**src/sv/pvep_pkg.sv**
```systemverilog
package pvep_pkg;

    localparam int MAX_VERTICES = 256;

    localparam int COORD_W  = 16;
    localparam int DIFF_W   = COORD_W + 1;
    localparam int MUL_W    = DIFF_W + 1;
    localparam int PROD_W   = 2 * MUL_W;
    localparam int SUM_W    = PROD_W + 1;
    localparam int FRAC_W   = 16;
    localparam int DEN_W    = PROD_W;
    localparam int LIM_W    = 24;
    localparam int INDEX_W  = 8;
    localparam int COUNT_W  = 9;
    localparam int RADIUS_W = 8;
    localparam int KIND_W   = 2;
    localparam int DATA_W   = 40;

    localparam logic [KIND_W-1:0] KIND_NONE   = 2'd0;
    localparam logic [KIND_W-1:0] KIND_VERTEX = 2'd1;
    localparam logic [KIND_W-1:0] KIND_EDGE   = 2'd2;

    localparam logic [1:0] REG_RADIUS = 2'd0;
    localparam logic [1:0] REG_CLOSED = 2'd1;
    localparam logic [1:0] REG_COUNT  = 2'd2;

    localparam logic MODE_WRITE = 1'b0;
    localparam logic MODE_QUERY = 1'b1;

endpackage

```
**src/sv/pvep_div.sv**
```systemverilog
module pvep_div (
    input  logic                            clk,
    input  logic                            rst_n,
    input  logic                            start,
    input  logic [pvep_pkg::DEN_W-1:0]      num,
    input  logic [pvep_pkg::DEN_W-1:0]      den,
    output logic                            done,
    output logic [pvep_pkg::FRAC_W-1:0]     quo
);
    import pvep_pkg::*;

    localparam int CNT_W = $clog2(FRAC_W);

    logic [DEN_W:0]       rem_reg;
    logic [DEN_W:0]       rem_next;
    logic [FRAC_W-1:0]    q_reg;
    logic [FRAC_W-1:0]    q_next;
    logic [CNT_W-1:0]     cnt_reg;
    logic [CNT_W-1:0]     cnt_next;
    logic                 busy_reg;
    logic                 busy_next;
    logic                 done_reg;
    logic                 done_next;
    logic [DEN_W+1:0]     shifted;

    // one quotient bit per cycle, restoring form
    always_comb
    begin
        rem_next  = rem_reg;
        q_next    = q_reg;
        cnt_next  = cnt_reg;
        busy_next = busy_reg;
        done_next = 1'b0;
        shifted   = {rem_reg, 1'b0};
        if (start)
        begin
            rem_next  = {1'b0, num};
            q_next    = '0;
            cnt_next  = '0;
            busy_next = 1'b1;
        end
        else if (busy_reg)
        begin
            if (shifted >= {2'b00, den})
            begin
                rem_next = (DEN_W+1)'(shifted - {2'b00, den});
                q_next   = {q_reg[FRAC_W-2:0], 1'b1};
            end
            else
            begin
                rem_next = shifted[DEN_W:0];
                q_next   = {q_reg[FRAC_W-2:0], 1'b0};
            end
            cnt_next = cnt_reg + 1'b1;
            if (cnt_reg == CNT_W'(FRAC_W - 1))
            begin
                busy_next = 1'b0;
                done_next = 1'b1;
            end
        end
    end

    always_ff @(posedge clk or negedge rst_n)
    begin
        if (!rst_n)
        begin
            busy_reg <= 1'b0;
            done_reg <= 1'b0;
            cnt_reg  <= '0;
            q_reg    <= '0;
        end
        else
        begin
            busy_reg <= busy_next;
            done_reg <= done_next;
            cnt_reg  <= cnt_next;
            q_reg    <= q_next;
        end
    end

    always_ff @(posedge clk)
    begin
        rem_reg <= rem_next;
    end

    assign done = done_reg;
    assign quo  = q_reg;

    a_done_after_busy: assert property (@(posedge clk) disable iff (!rst_n)
        done_reg |-> $past(busy_reg))
        else $error("divider done without a running division");

    a_no_restart_while_busy: assert property (@(posedge clk) disable iff (!rst_n)
        busy_reg && !start |=> busy_reg || done_reg)
        else $error("divider stopped without done");

    a_quotient_held: assert property (@(posedge clk) disable iff (!rst_n)
        !busy_reg && !start |=> $stable(q_reg))
        else $error("quotient changed while idle");

endmodule
```
**config.mk**
```make
export PLATFORM = sky130hd
export DESIGN_NAME = pvep_div
export DESIGN_NICKNAME = d
export VERILOG_FILES = /design/src/sv/pvep_pkg.sv /design/src/sv/pvep_div.sv
export SDC_FILE = /design/constraint.sdc
export NUM_CORES = 1
export LEC_CHECK = 0
export BUFFER_PORTS_ARGS = -buffer_cell sky130_fd_sc_hd__buf_2
export CAP_MARGIN = 40
export CORE_ASPECT_RATIO = 1.1
export CORE_UTILIZATION = 61
export DETAILED_ROUTE_END_ITERATION = 10
export HOLD_SLACK_MARGIN = 0.1
export PLACE_DENSITY = 0.86
export SYNTH_ARGS = -nofsm -noshare
export SYNTH_HDL_FRONTEND = slang
export SYNTH_SLANG_ARGS = --single-unit
```
**constraint.sdc**
```tcl
create_clock -name clk -period 8.1 [get_ports clk]
set_input_delay 1.62 -clock clk [delete_from_list [all_inputs] [get_ports clk]]
set_output_delay 1.62 -clock clk [all_outputs]
set_load 0.05 [all_outputs]
```
# Word level (Yosys, flattened, before mapping)
# Cells that the tools add are included.
word_totals:
  register_bits: 59
  latch_bits: 0
  ram_bits: 0
  mem_bits_ro: 0
  input_bits: 75
  out_inout_bits: 17
  wordCells: 25
  mem_count: 0
classes:
  add_sub_neg: 2
  mul: 0
  div: 0
  order_cmp: 1
  eq_ne: 1
  n_shift: 0
  muxes: 14
  bitwise_logic: 0
  n_reduce_logical: 1
op_table:
  columns: ["cell", "count"]
  rows:
  - ["$mux 36", 2]
  - ["$ge 38x36->1", 1]
  - ["$mux 37", 1]
  - ["$sub 37x36->37", 1]
  - ["$mux 16", 2]
  - ["$mux 4", 2]
  - ["$mux 1", 7]
  - ["$add 4x1->4 const B", 1]
  - ["$eq 4x4->1 const B", 1]
  - ["$reduce_bool 2->1", 1]

# Longest topological paths before layout
depth:
  ltp_word: 4
  depth_mapped: 14
  ltp_nobuf: 11

# Worst setup path before layout
# No wires, ideal clock.
synth_path:
  path_kind: "input-to-reg"
  start: "input den[4] (netlist bit)"
  end: "register rem_reg[6] (data pin)"
  setup_ns: 0.260
  arrival_ns: 3.813
  required_ns: 7.840
  setup_slack_ns: 4.027
  stages: 11
  n_path_buf: 1
  cell_sequence: "inv_1 > ha_1 > a21oi_2 > nor2b_1 > a211oi_1 > and3b_1 > a21oi_4 > a311oi_2 > buf_2 > o31ai_1 > mux2_2"
synth_between:
  elab_chain_len: 4
  elab_cells_between_ends: 5
  classes_between: "add/sub (1); order compare (1); mux (3)"
synth_lines:
  columns: ["item", "line_no", "rtl"]
  rows:
  - ["from (decl)", "pvep_div.sv:6", "input logic [pvep_pkg::DEN_W-1:0] den,"]
  - ["$sub 37x36->37 / $ge 38x36->1 (equally long branches)", "pvep_div.sv:46, pvep_div.sv:44", null]
  - ["$mux 37 *", "pvep_div.sv:44", "if (shifted >= {2'b00, den})"]
  - ["$mux 36 *", "pvep_div.sv:42", "else if (busy_reg)"]
  - ["$mux 36 *", "pvep_div.sv:35", "if (start)"]
  - ["named net rem_next[6]", "pvep_div.sv:15", "logic [DEN_W:0] rem_next;"]
  - ["to (signal assigned)", "pvep_div.sv:83", "rem_reg <= rem_next;"]
  - ["to (decl)", "pvep_div.sv:14", "logic [DEN_W:0] rem_reg;"]
# The timed path passes the listed nets; every way through them passes the cells marked *. The select of a mux whose other input is x is not followed.
# A chain may end at the register's enable or synchronous reset.

# Worst setup path after layout
layout_path:
  start: "input den[4] (netlist bit)"
  end: "register rem_reg[2] (data pin)"
layout_between:
  elab_chain_len: 4
layout_lines:
  columns: ["item", "line_no"]
  rows:
  - ["$ge 38x36->1", "pvep_div.sv:44"]
  - ["$mux 37", "pvep_div.sv:44"]
  - ["$mux 36", "pvep_div.sv:42"]
  - ["$mux 36", "pvep_div.sv:35"]
  - ["named net rem_next[2]", "pvep_div.sv:15"]
# The timed path passes the listed nets, and every way through them passes these cells. The select of a mux whose other input is x is not followed.

==> flow_metrics.env <==
export IMPL_status="completed"
export IMPL_grt_pass1_vias=4498
export IMPL_dp_slack_ns=3.17
export IMPL_cts_tree="built"
export IMPL_grt_pass1_wl_um=19700
export IMPL_tightest_slew_ns=0.933
export IMPL_fill_cells=623
export IMPL_drv_slew=0
export IMPL_fin_crit_ns=4.65
export IMPL_r2r_end="rem_reg[2]"
export IMPL_multi_input_area_um2=2980
export IMPL_grt_ovfl_total=0
export IMPL_hold_viol=0
export IMPL_nNetsFinal=765
export IMPL_r2r_slack_ns=4.39
export IMPL_wl_per_cell_um=15.9
export IMPL_synthMostInstantiatedCell="a21oi_1"
export IMPL_ys_flop_type="edfxtp_1"
export IMPL_synthSimpleGateAreaFrac=0.175
export IMPL_cts_buffers=9
export IMPL_synthMuxAreaShare=0.0591
export IMPL_clock_path_buffers=2
export IMPL_leakagePower_nw=2.79
export IMPL_required_ns=8.17
export IMPL_synth_net_count=686
export IMPL_antenna_cells=0
export IMPL_die_h_um=96.5
export IMPL_syn_inst=573
export IMPL_setup_viol=0
export IMPL_core_area_um2=7870
export IMPL_ff_latch_area_um2=1650
export IMPL_synthArstFlopShare=0.373
export IMPL_cts_hold_fix_buffers=0
export IMPL_drive_above_1_share=0.205
export IMPL_fin_crit_sh=0.574
export IMPL_syn2layout_area_growth_pct=15.3
export IMPL_fin_setup_tns_ns=0
export IMPL_finalWirelength_um=12200
export IMPL_power_frac_comb=0.616
export IMPL_rows=34
export IMPL_post_cts_buffers=0
export IMPL_drt_iter0_drc=253
export IMPL_ioPinCount=92
export IMPL_rsz0062_at_grt="no"
export IMPL_sw_frac_of_total=0.462
export IMPL_min_from="quo[15]"
export IMPL_hold_class="reg2reg"
export IMPL_syn_avg_cell_area_um2=8.64
export IMPL_htree_levels=3
export IMPL_yosys_top_cells_count="a21oi_1 (57), inv_1 (55), nor2_1 (55)"
export IMPL_power_density_nw_per_um2=366
export IMPL_maxCapViolCount=0
export IMPL_worstPathArrival_ns=4.72
export IMPL_ant_nets=0
export IMPL_grt_antenna_before_repair=0
export IMPL_skew_ns=0.00655
export IMPL_clock_latency_ns=0.36
export IMPL_die_area_um2=8490
export IMPL_min_path_cells=2
export IMPL_yosysWarningCount=0
export IMPL_synth_area_top_cells="edfxtp_1 (22%), dfrtp_1 (11%), ha_1 (9.3%)"
export IMPL_first_pass_iters=5
export IMPL_ys_seq_elements=59
export IMPL_synth_top_area_frac=0.218
export IMPL_cts_resized_gates=0
export IMPL_largest_register_ffs=37
export IMPL_setup_ws_ns=3.45
export IMPL_synth_top_family_by_area="compound AO/OA/AOI/OAI gates"
export IMPL_dpl_hpwl_um=8670
export IMPL_synth_xor_area_frac=0.0566
export IMPL_gp_congestion=0.895
export IMPL_rr_startpoint="rem_reg[3]"
export IMPL_endpoint_kind="register"
export IMPL_synth_cell_types=61
export IMPL_ir_drop_uv=198
export IMPL_start_kind="primary input"
export IMPL_slew_headroom=0.378
export IMPL_dr_total_vias=4568
export IMPL_die_x_um=87.9
export IMPL_syn_cell_area_um2=4950
export IMPL_via_per_inst=5.97
export IMPL_drc_errors=0
export IMPL_internal_power_mw=1.13
export IMPL_cp_max_fo=25
export IMPL_clock_fmax_mhz=215
export IMPL_clk_pin_slew_ns=0.08
export IMPL_grt_max_degree=94
export IMPL_synth_top_cell_by_area="edfxtp_1"
export IMPL_portBuffers=91
export IMPL_synthAdderAreaFrac=0.0975
export IMPL_clock_sinks=59
export IMPL_grt_util_all_layers=0.301
export IMPL_clock_root_buffer="clkbuf_8"
export IMPL_criticalPathCategory="in2reg"
export IMPL_seqPwrFrac=0.248
export IMPL_pwr_share_clk=0.135
export IMPL_initial_utilization=0.629
export IMPL_synth_edff_count=36
export IMPL_worstHoldEndpoint="quo[15]"
export IMPL_synth_compound_area_frac=0.212
export IMPL_rr_worst_depth=11
export IMPL_ys_seq_area_frac=0.333
export IMPL_p_sw_uw=965
## kinds of logic after synthesis
| family | Yosys count |
|---|---|
| DFF | 59 |
| adders and majority gates | 38 |
| buffers and inverters | 83 |
| muxes | 28 |
| xor gates and xnor gates | 32 |
| AOI/OAI and AO/OA | 159 |
| and+or+nand+nor | 174 |
## area by class of cell
type | count | share of cell area
Clock buffer | 10 | 0.0261
Clock inverter | 6 | 0.00920
Inverter | 55 | 0.0361
Timing Repair Buffer | 96 | 0.0933
Sequential cell | 59 | 0.289
Tap cell | 108 | 0.0237
Multi-Input combinational cell | 431 | 0.522
## worst max-delay path by stage
| stage | from | endpoint | slack, ns | depth (start not counted) |
|---|---|---|---|---|
| after CTS | den[4] | rem_reg[2] | 3.50 | 13 |
| after detailed placement | den[4] | rem_reg[3] | 3.17 | 13 |
| after global placement | den[2] | rem_reg[7] | 3.31 | 13 |
| after floorplan | den[4] | rem_reg[6] | 4.03 | 11 |
| after global routing | den[4] | rem_reg[2] | 3.23 | 13 |
| final | den[4] | rem_reg[2] | 3.45 | 13 |
## power groups by stage
stage | registers [mW] | clock network [mW] | logic [mW]
3_5_place_dp | 0.522 | 0 | 1.25
2_1_floorplan | 0.512 | 0 | 1.00
4_1_cts | 0.517 | 0.285 | 1.26
6_report | 0.519 | 0.283 | 1.29
3_3_place_gp | 0.516 | 0 | 1.21
5_1_grt | 0.530 | 0.295 | 1.42
## per-stage QoR
step	hold WS [ns]	cell area [um^2]	power [mW]	utilization	std cells
global placement	0.507	5460	1.73	0.693	747
finish	0.531	5710	2.09	0.726	765
floorplan	0.505	4950	1.51	-	573
detailed placement	0.513	5510	1.77	0.700	749
CTS	0.534	5710	2.07	0.726	765
global route	0.578	5710	2.24	0.726	765
## cell usage in the layout (no fill, tap or decap), types with 6 or more instances in the layout
cell type  Yosys  layout
nor2_1        55      55
a211oi_1      16      16
o21ai_1       16      16
o21bai_1       6       6
nor2b_1       10      10
xnor2_1       20      20
nand4_1        9       9
nand2_1       40      40
nor3_1         9       9
ha_1          37      37
dfrtp_1       22      22
edfxtp_1      36      36
a21oi_1       57      57
nand3_1       13      13
clkbuf_8       0       9
o21ai_0       11      11
buf_2          8      91
nor3b_1        9       9
a21o_1        16      16
mux2i_1       18      18
inv_1         55      55
xor2_1        12      12
mux2_2        10      10
## worst max-delay path, stage by stage
cell and delay, ns:
buf_2 0.08, inv_1 0.03, ha_1 0.39, a21oi_2 0.24, nor2b_1 0.19, a211oi_1 0.08, and3b_1 0.33, a21oi_4 0.12
a311oi_4 0.77, buf_4 0.41, nor3_1 0.10, a211oi_1 0.28, a21oi_1 0.07
## routing by layer
metal | track usage | up-vias | wire [um]
li1 | - | 2232 | -
met1 | 0.349 | 2118 | 5210
met2 | 0.533 | 181 | 6040
met3 | 0.0365 | 37 | 573
met4 | 0.175 | 0 | 336
met5 | 0 | - | 0
Power figures use the tool's default switching activity.
